===== src/tcp_scan_reply_classifier_assert.svh =====
// Assertion macros for the top-level file, which checks its own logic.
`ifndef TCP_SCAN_REPLY_CLASSIFIER_ASSERT_SVH
`define TCP_SCAN_REPLY_CLASSIFIER_ASSERT_SVH

// The consequent must hold in the same cycle as the antecedent.
`define TSRC_ASSERT_SAME(label, ante, cons) \
  label: assert property (@(posedge clk) disable iff (rst) (ante) |-> (cons)) \
    else $error("tsrc: same-cycle check failed");

// The consequent must hold in the cycle after the antecedent.
`define TSRC_ASSERT_NEXT(label, ante, cons) \
  label: assert property (@(posedge clk) disable iff (rst) (ante) |=> (cons)) \
    else $error("tsrc: next-cycle check failed");

`endif


===== src/tsrc_pkg.sv =====
package tsrc_pkg;

  typedef logic [2:0] cfg_index_t;
  typedef logic [2:0] reply_class_t;
  typedef logic [1:0] verdict_t;

  // Configuration register indexes.
  localparam cfg_index_t REG_SCAN_MODE    = 3'd0;
  localparam cfg_index_t REG_TARGET_ADDR  = 3'd1;
  localparam cfg_index_t REG_LOCAL_ADDR   = 3'd2;
  localparam cfg_index_t REG_REPLY_PORT   = 3'd3;
  localparam cfg_index_t REG_PORT_FIRST   = 3'd4;
  localparam cfg_index_t REG_PORT_LAST    = 3'd5;
  localparam cfg_index_t REG_SENSITIVE_ON = 3'd6;

  typedef enum logic [1:0] {
    MODE_OFF    = 2'd0,
    MODE_SINGLE = 2'd1,
    MODE_SUBNET = 2'd2
  } scan_mode_t;

  localparam verdict_t VERDICT_IGNORED = 2'd0;
  localparam verdict_t VERDICT_FIRST   = 2'd1;
  localparam verdict_t VERDICT_OTHER   = 2'd2;

  localparam reply_class_t CLASS_NONE    = 3'd0;
  localparam reply_class_t CLASS_SYNACK  = 3'd1;
  localparam reply_class_t CLASS_RSTACK  = 3'd2;
  localparam reply_class_t CLASS_SYNACKF = 3'd3;
  localparam reply_class_t CLASS_ACK     = 3'd4;

  localparam logic [7:0] PROTO_TCP = 8'd6;

  localparam int FLAG_FIN = 0;
  localparam int FLAG_SYN = 1;
  localparam int FLAG_RST = 2;
  localparam int FLAG_ACK = 4;

  // Commands from the controller to the datapath.
  typedef struct packed {
    logic clear;   // write one empty entry of the clearing pass
    logic load;    // capture an accepted header and read its table entry
    logic commit;  // register the result and update the table
  } tsrc_cmd_t;

  // Status from the datapath to the controller.
  typedef struct packed {
    logic clr_done;  // clearing pass is at its last entry
    logic out_free;  // result register can take a new result this cycle
  } tsrc_sts_t;

  function automatic reply_class_t classify(input logic [5:0] flags);
    logic syn;
    logic ack;
    logic fin;
    logic rst_f;
    reply_class_t cls;
    syn   = flags[FLAG_SYN];
    ack   = flags[FLAG_ACK];
    fin   = flags[FLAG_FIN];
    rst_f = flags[FLAG_RST];
    if (syn && ack && !fin) begin
      cls = CLASS_SYNACK;
    end else if (rst_f && ack) begin
      cls = CLASS_RSTACK;
    end else if (syn && ack && fin) begin
      cls = CLASS_SYNACKF;
    end else if (!syn && ack && !fin) begin
      cls = CLASS_ACK;
    end else begin
      cls = CLASS_NONE;
    end
    return cls;
  endfunction

endpackage


===== src/tsrc_ctrl.sv =====
module tsrc_ctrl (
  input  logic              clk,
  input  logic              rst,
  input  logic              pkt_valid,
  output logic              pkt_ready,
  input  tsrc_pkg::tsrc_sts_t sts,
  output tsrc_pkg::tsrc_cmd_t cmd
);
  import tsrc_pkg::*;

  typedef enum logic [1:0] {
    ST_CLEAR,
    ST_IDLE,
    ST_DECIDE
  } state_t;

  state_t state;

  always_ff @(posedge clk) begin
    if (rst) begin
      state <= ST_CLEAR;
    end else begin
      unique case (state)
        ST_CLEAR: begin
          if (sts.clr_done) state <= ST_IDLE;
        end
        ST_IDLE: begin
          if (pkt_valid) state <= ST_DECIDE;
        end
        ST_DECIDE: begin
          if (sts.out_free) state <= ST_IDLE;
        end
        default: state <= ST_CLEAR;
      endcase
    end
  end

  always_comb begin
    pkt_ready  = (state == ST_IDLE);
    cmd.clear  = (state == ST_CLEAR);
    cmd.load   = (state == ST_IDLE) && pkt_valid;
    cmd.commit = (state == ST_DECIDE) && sts.out_free;
  end

endmodule


===== config.mk =====
export PLATFORM = sky130hd
export DESIGN_NAME = tsrc_ctrl
export DESIGN_NICKNAME = d
export VERILOG_FILES = /design/src/tcp_scan_reply_classifier_assert.svh /design/src/tsrc_pkg.sv /design/src/tsrc_ctrl.sv
export SDC_FILE = /design/constraint.sdc
export NUM_CORES = 1
export LEC_CHECK = 0
export BUFFER_PORTS_ARGS = -buffer_cell sky130_fd_sc_hd__buf_2
export CAP_MARGIN = 20
export CORE_AREA = 2 2 39 41
export CTS_BUF_LIST = sky130_fd_sc_hd__clkbuf_4 sky130_fd_sc_hd__clkbuf_8
export CTS_CLUSTER_SIZE = 10
export DETAILED_ROUTE_END_ITERATION = 10
export DIE_AREA = 0 0 41 43
export SLEW_MARGIN = 20
export SYNTH_ARGS = -nofsm -noshare
export SYNTH_HDL_FRONTEND = slang
export SYNTH_SLANG_ARGS = --single-unit

===== constraint.sdc =====
create_clock -name clk -period 2.2 [get_ports clk]
set_input_delay 0.44 -clock clk [delete_from_list [all_inputs] [get_ports clk]]
set_output_delay 0.44 -clock clk [all_outputs]
set_load 0.01 [all_outputs]

## Word-level counts from Yosys, hierarchy flattened

Cells that the tools add are included.

| storage, ports and cells | value |
|---|---|
| flip-flop bits (word level) | 2 |
| input bits | 5 |
| output and inout bits | 4 |

| cells by class | value |
|---|---|
| eq/ne operators | 5 |
| multiplexer cells | 4 |
| reductions and logical operators | 4 |

Operators by type and width:

| operator | count |
|---|---|
| $mux W2 | 3 |
| $ne A2 B2 Y1 const B | 3 |
| $pmux W2 S3 | 1 |
| $reduce_and A3 Y1 | 1 |
| $eq A2 B1 Y1 const B | 1 |
| $eq A2 B2 Y1 const B | 1 |
| $logic_and A1 B1 Y1 | 2 |
| $logic_not A2 Y1 | 1 |

## Depth between registers and ports, before layout

Gate-level depths: netlist of the first run.

| depth | value |
|---|---|
| depth after elaboration | 3 |
| depth in mapped cells | 2 |
| depth with buffers taken out | 2 |

## Worst setup path before layout of the first run

OpenSTA, ideal clock, no wires.

| timing | value |
|---|---|
| path kind | input to output |
| start point | input sts[0] (netlist name) |
| end point | output cmd[0] (netlist name) |
| arrival | 658 ps |
| required time | 1,760 ps |
| path slack | 1,102 ps |
| stages on the path | 2 |
| buffers on the path | 0 |
| cells stage by stage | nand2_1 nor2_1 |

RTL lines:

| what | line | RTL |
|---|---|---|
| start, declared | tsrc_ctrl.sv:6 | `input tsrc_pkg::tsrc_sts_t sts,` |
| end, declared | tsrc_ctrl.sv:7 | `output tsrc_pkg::tsrc_cmd_t cmd` |

==> results of run 1 <==
-- power by group --
group          internal (mW)  total [mW]  leakage, nW  switching [mW]
sequential            0.0394      0.0434       0.0165         0.00401
clock                 0.0600      0.0787       0.0138          0.0187
combinational         0.0119      0.0222       0.0707          0.0103
-- per-stage QoR --
stage | area [sq um] | std cells | setup slack (ns) | power [mW]
floorplan | 108 | 13 | 1.10 | 0.0551
global placement | 168 | 37 | 0.923 | 0.0665
detailed placement | 168 | 37 | 0.920 | 0.0665
CTS | 190 | 40 | 0.782 | 0.149
global route | 190 | 40 | 0.686 | 0.162
finish | 190 | 40 | 0.791 | 0.144
-- kinds of logic after synthesis --
kind of cell | after synthesis
AOI/OAI and AO/OA | 3
buffers and inverters | 1
DFF | 2
and+or+nand+nor | 7
-- path summary, 6_finish.rpt --
kind                            startpoint  endpoint  slack (ns)  depth (start not counted)
worst max-delay path              state[1]    cmd[1]        0.79                          2
worst min-delay path                   rst  state[0]        0.39                          2
worst max register to register    state[1]  state[1]        1.30                          2
worst min register to register    state[0]  state[0]        0.56                          2
-- area by class of cell --
class	instances	area [sq um]	area share [%]
clock buffers	3	22.5	11.8
inverters	1	3.75	1.97
multi-input cells	10	63.8	33.6
flip-flops and latches	2	40.0	21.1
well taps	16	20.0	10.5
repair buffers	8	40.0	21.1
-- metal layers --
layer	share of wire, %	vias to the layer above
met5	0	-
li1	-	68
met3	17	0
met2	34	7
met4	0	0
met1	48	52
-- cell usage in the layout (no fill, tap or decap), drive strengths merged, types with 2 or more instances in the layout --
cell type / synthesis / layout
clkbuf: 0 / 3
nor2: 3 / 3
dfxtp: 2 / 2
buf: 0 / 8
==> impl_summary.log, run 1 <==
INFO  metric run_status = finished clean
INFO  metric xor_xnor_share_of_the_synthesized_area = 0%
INFO  metric antenna_left = 0
INFO  metric final_util = between 10% and 20%
INFO  metric worstSkewPairLatency = between 0.2 and 0.25 ns
INFO  metric ioPinCount = 9
INFO  metric muxShareOfSynthArea = 0%
INFO  metric worst-slew-pin-transition = approximately 0.21 ns
INFO  metric synth_top_area_share = a little under two fifths
INFO  metric yosysWarningCount = 0
INFO  metric cts.clk_slew.worst_paths = about 0.030 ns
INFO  metric drt_pre_antenna_iters = 2
INFO  metric cts_made_buffers = 3
INFO  metric nets_final = 31
INFO  metric timing.hold.worst.class = input port to register
INFO  metric cts-root-buf = sky130_fd_sc_hd__clkbuf_4
INFO  metric postSynthRegisterBits = 2
INFO  metric use_met1 = 4.78%
INFO  metric areaGrowthSynthToFinish = 76.7%
INFO  metric cp_data_arrival_time = between 0.9 and 1 ns
INFO  metric detail_route.vias_per_cell = roughly 3.2
INFO  metric drt_iter0_drc = 4
INFO  metric maxCapViolCount = 0
INFO  metric initial_antenna_violation_count = 0
INFO  metric final_min_period_over_clock_period = approximately 64%
INFO  metric start_kind = register
INFO  metric track_usage = 4.40%
INFO  metric post_synth_inst_count = 13
INFO  metric core_area = around 0.0014 sq mm
INFO  metric static_leakage = a little over 0.1 nW
INFO  metric grt_busiest_layer = met4
INFO  metric p_per_area = 759 mW/mm^2
INFO  metric cts_tree = done
INFO  metric critical_path.n_buffers_inverters = 1
INFO  metric timing.max_slew.rel_slack = roughly 86%
INFO  metric largest_register_ff_count = 2
INFO  metric synth_cell_type_count = 10
INFO  metric clock-sinks = 2
INFO  metric ctsLongestPathBuffers = 2
INFO  metric yosys_most_used_dff = sky130_fd_sc_hd__dfxtp_1
INFO  metric hold_violations = 0
INFO  metric synthArstFlopShare = 0%
INFO  metric cts_max_level = 1
INFO  metric via_count = 127
INFO  metric crit_path_top_delay_cell = sky130_fd_sc_hd__dfxtp_1
INFO  metric rsz0062_at_grt = false
INFO  metric cp_cell_sequence = and3b_1, buf_2
INFO  metric avgSynthCellArea = about 8.3 sq um
INFO  metric globalplace.congestion = 0.603
INFO  metric clock_skew = 0.00236 ns
INFO  metric netlist_area = around 110 sq um
INFO  metric cts.hold.buffers_added = 0
INFO  metric first_pass_grt_wire_length = about 460 um
INFO  metric io_buffers = 8
INFO  metric grt_pass1_vias = approximately 120
INFO  metric synth_nets = 18
INFO  metric fp.dieArea = between 0.0015 and 0.002 sq mm
INFO  metric grt_overflow_total = 0
INFO  metric top_register = state
INFO  metric layout_min_cycle_time = 1.41 ns
INFO  metric largest_family_of_logic_cells_by_synthesized_area = simple AND/OR/NAND/NOR gates
INFO  metric count_of_unresolved_drc_violations_after_routing = 0
INFO  metric report.final.setup_viol = 0
INFO  metric routed_wirelength = between 200 and 300 um
INFO  metric row_count = 14
INFO  metric cts.repair_timing.setup_buffer_count = 0
INFO  metric share_of_synthesized_cell_area_in_full_adder_half_adder_and_majority_cells = 0%
INFO  metric synth.top_cells.by_area = sky130_fd_sc_hd__dfxtp_1 (37%), sky130_fd_sc_hd__nor2_1 (10%), sky130_fd_sc_hd__o21ba_1 (9.3%)
INFO  metric crit_family = flip-flops
INFO  metric place.detailed.hpwl = between 200 and 250 um
INFO  metric power.ir.vdd_worst = 0.101 mV
INFO  metric synth_area_leader_cell = sky130_fd_sc_hd__dfxtp_1
INFO  metric crit_path_end_kind = output pin
INFO  metric synth_most_common_cell = sky130_fd_sc_hd__nor2_1
INFO  metric synth_simple_gate_area_share = 34.9%
INFO  metric diodes = 0
INFO  metric drive_above_1_share = 45.8%
INFO  metric floorplan.die.height = 43 um
INFO  metric worst-endpoint-required = roughly 1.8 ns
INFO  metric pin_count_of_the_biggest_net_entering_global_routing = 8
INFO  metric maxSlewViolCount = 0
INFO  metric largest_registers = state: 2 flops
INFO  metric fin_setup_tns = 0 ns
INFO  metric yosysSeqAreaShare = a little under two fifths
INFO  metric cts-resized-gates = 0
INFO  metric critical_path_peak_fanout = 7
INFO  metric peak_per_stage_delay_on_the_critical_path = about 0.40 ns
INFO  metric synth_edf_count = 0
INFO  metric synth_commonest_cells = sky130_fd_sc_hd__nor2_1 (3), sky130_fd_sc_hd__dfxtp_1 (2)
INFO  metric globalRouteMet3Util = approximately 4.2%
INFO  metric critPathKind = register to output pin
INFO  metric compound_gate_fraction_of_synth_area = around 24%
INFO  metric gr-usage-met2 = under 10%
INFO  metric die_w = roughly 40 um
INFO  metric final.hold.worst_slack = around 0.39 ns
INFO  metric f_max = roughly 710 MHz
INFO  metric wire_per_inst = 6.98 um
INFO  metric fillerInstances = 153
INFO  metric initial_utilization = 7.78%
No activity file was read; power rests on OpenSTA's default activity.
==> inputs of run 2 (changes only) <==
--- a/config.mk
+++ b/config.mk
@@ -5,6 +5,7 @@
 export SDC_FILE = /design/constraint.sdc
 export NUM_CORES = 1
 export LEC_CHECK = 0
+export ABC_AREA = 1
 export BUFFER_PORTS_ARGS = -buffer_cell sky130_fd_sc_hd__buf_2
 export CAP_MARGIN = 20
 export CORE_AREA = 2 2 39 41
==> constraint.sdc (replaced) <==
create_clock -name clk -period 1.3 [get_ports clk]
set_input_delay 0.26 -clock clk [delete_from_list [all_inputs] [get_ports clk]]
set_output_delay 0.26 -clock clk [all_outputs]
set_load 0.01 [all_outputs]
==> run 2 against run 1 <==
Against the previous run:
- largest cell class unchanged
- via count rose by 16%
- power up 87%
- flip-flop and latch count stayed put
- final cell count up 18%
- highest routed layer unchanged
- setup slack got worse by 0.71 ns
==> impl_summary.log, run 2 <==
INFO  metric run_status = finished clean
INFO  metric fin_setup_tns = 0 ns
INFO  metric routed_wirelength = ~320 um
INFO  metric cts.clk_slew.worst_paths = about 0.03 ns
INFO  metric io_buffers = 8
INFO  metric f_max = just over 800 MHz
INFO  metric swShare = between 20% and 30%
INFO  metric cts-root-buf = sky130_fd_sc_hd__clkbuf_4
INFO  metric first_pass_grt_wire_length = between 500 and 600 um
INFO  metric clockPowerShare = 51.0%
INFO  metric globalRouteMet3Util = about a tenth
INFO  metric pin_count_of_the_biggest_net_entering_global_routing = 6
INFO  metric netlist_area = about 130 sq um
INFO  metric yosys_most_used_dff = sky130_fd_sc_hd__dfxtp_1
INFO  metric instances_no_fill = 47
INFO  metric largest_register_ff_count = 2
INFO  metric fillerInstances = about 160
INFO  metric die_w = around 41 um
INFO  metric r2r_start = state[1]
INFO  metric static_leakage = 0.116 nW
INFO  metric top_register = state
INFO  metric seqPwrFrac = 28.5%
INFO  metric final_util = roughly 16%
INFO  metric report.final.setup_viol = 0
INFO  metric synth.top_cells.by_area = sky130_fd_sc_hd__dfxtp_1 (30%), sky130_fd_sc_hd__inv_1 (11%), sky130_fd_sc_hd__nor2_2 (9.5%)
INFO  metric largest_registers = state: 2 flops
INFO  metric crit_path_end_kind = output pin
INFO  metric synth_edf_count = 0
INFO  metric ctsLongestPathBuffers = 2
INFO  metric initial_utilization = 9.49%
INFO  metric post_synth_inst_count = 20
INFO  metric postSynthRegisterBits = 2
INFO  metric synth_area_leader_cell = sky130_fd_sc_hd__dfxtp_1
INFO  metric yosysSeqAreaShare = between 30 and 40%
INFO  metric worstSkewPairLatency = about 0.23 ns
INFO  metric clock-sinks = 2
INFO  metric p_per_area = between 1000 and 1500 mW/mm^2
INFO  metric nets_final = 38
INFO  metric clock_skew = 0.00415 ns
INFO  metric avgSynthCellArea = 6.57 sq um
INFO  metric worst-slew-pin-transition = approximately 0.13 ns
INFO  metric hold_violations = 0
INFO  metric grt_pass1_vias = around 150
INFO  metric cts_max_level = 1
INFO  metric track_usage = roughly 5.7%
INFO  metric diodes = 0
INFO  metric areaGrowthSynthToFinish = 64.8%
INFO  metric hp-start = rst
INFO  metric row_count = 14
INFO  metric drive_above_1_share = between 50% and 60%
INFO  metric maxCapViolCount = 0
INFO  metric cts.repair_timing.setup_buffer_count = 0
INFO  metric place.detailed.hpwl = approximately 270 um
INFO  metric drt_pre_antenna_iters = 4
INFO  metric grt_overflow_total = 0
INFO  metric wire_per_inst = slightly below 7 um
INFO  metric timing.max_slew.rel_slack = approximately nine tenths
INFO  metric globalplace.congestion = around 0.57
INFO  metric final_min_period_over_clock_period = a little over 90%
INFO  metric synth_commonest_cells = sky130_fd_sc_hd__inv_1 (4), sky130_fd_sc_hd__nand2_1 (3), sky130_fd_sc_hd__dfxtp_1 (2), sky130_fd_sc_hd__nand3_1 (2), sky130_fd_sc_hd__nor2_2 (2)
INFO  metric yosysWarningCount = 0
INFO  metric seq_area = roughly 43 sq um
INFO  metric floorplan.die.height = between 40 and 50 um
INFO  metric rsz0062_at_grt = false
INFO  metric grt_busiest_layer = met3
INFO  metric power = roughly 0.27 mW
INFO  metric cts_tree = done
INFO  metric p_comb_share = approximately 20%
INFO  metric p_sw = 0.0745 mW
INFO  metric fp.dieArea = between 0.0015 and 0.002 sq mm
INFO  metric critical_path_peak_fanout = 4
INFO  metric multi_input_area = slightly below 70 sq um
INFO  metric cell_internal_pwr = 0.195 mW
INFO  metric initial_antenna_violation_count = 0
INFO  metric synth_cell_type_count = 12
INFO  metric detail_route.vias_per_cell = approximately 3.1
INFO  metric cp_data_arrival_time = ~0.96 ns
INFO  metric dp_cells = 44
INFO  metric start_kind = register
INFO  metric synthArstFlopShare = 0%
INFO  metric drt_iter0_drc = 12
INFO  metric count_of_unresolved_drc_violations_after_routing = 0
INFO  metric ioPinCount = 9
INFO  metric timing.hold.worst.class = input port to register
INFO  metric via_count = approximately 150
INFO  metric place_worst_setup_slack = 0.242 ns
INFO  metric synth_top_area_share = just over 30%
INFO  metric cts_made_buffers = 3
INFO  metric most-common-layout-cells = sky130_fd_sc_hd__buf_2 (8), sky130_fd_sc_hd__inv_1 (4), sky130_fd_sc_hd__nand2_1 (3), sky130_fd_sc_hd__clkbuf_4 (3)
INFO  metric antenna_left = 0
INFO  metric layout_min_cycle_time = 1.22 ns
INFO  metric worst-endpoint-required = about 1.0 ns
INFO  metric layout.cells.most_common = sky130_fd_sc_hd__buf_2
INFO  metric critPathKind = register to output pin
INFO  metric use_met1 = 5.73%
INFO  metric power.ir.vdd_worst = 0.608 mV
INFO  metric core_area = between 0.001 and 0.0015 sq mm
INFO  metric maxSlewViolCount = 0
INFO  metric synth_nets = 25
INFO  metric synth_most_common_cell = sky130_fd_sc_hd__inv_1
INFO  metric final_critical_path_setup_slack = 0.0843 ns
INFO  metric crit_path_start = state[1]
INFO  metric gr-usage-met2 = under 10%
run 2: area by class of cell:
class / instances / share of cell area [%]
Sequential cell: 2 / 19.7
Inverter: 6 / 10.4
Clock buffer: 3 / 10.4
Multi-Input combinational cell: 12 / 31.8
Tap cell: 16 / 9.25
Timing Repair Buffer: 8 / 18.5
run 2: routing by layer:
layer | routed length [um] | up-vias
met5 | 0 | -
met4 | 0 | 0
met3 | 56 | 0
met2 | 108 | 10
met1 | 158 | 55
li1 | - | 82
run 2: worst paths after layout:
kind         cells after the start        to  slack (ns)
max                              3    cmd[0]        0.08
min                              2  state[1]        0.19
max reg2reg                      5  state[0]        0.49
min reg2reg                      2  state[1]        0.54
run 2: timing repair:
| action | CTS | global route |
|---|---|---|
| hold buffers | 0 | 0 |
| hold endpoints to repair | 0 | 0 |
| setup endpoints to repair | 1 | 1 |
| gates resized for setup | 1 | 1 |
| pin swaps | 0 | 0 |
run 2: power by group through the flow:
stage	Sequential (mW)	Combinational [mW]	Clock [mW]
2_1_floorplan	0.0749	0.0357	0
3_3_place_gp	0.0757	0.0560	0
4_1_cts	0.0766	0.0567	0.144
3_5_place_dp	0.0766	0.0563	0
5_1_grt	0.0777	0.0626	0.159
6_report	0.0769	0.0551	0.138
run 2: kinds of logic after synthesis:
family	Yosys count	synth area share [%]
flip-flops	2	30.5
AND/OR/NAND/NOR	11	48.6
buffers and inverters	6	17.1
AO/OA/AOI/OAI	1	3.81
run 2: stage by stage:
step                      instance area (sq um)  hold slack, ns
after global placement                      191           0.435
after floorplan                             131           0.329
after detailed placement                    191           0.433
after CTS                                   215           0.193
final                                       216           0.190
after global routing                        216           0.186
run 2: worst max-delay path, stage by stage (launching register included):
cell and delay [ns]:
sky130_fd_sc_hd__dfxtp_2 0.36, sky130_fd_sc_hd__inv_1 0.06, sky130_fd_sc_hd__nor3_1 0.15, sky130_fd_sc_hd__buf_2 0.15
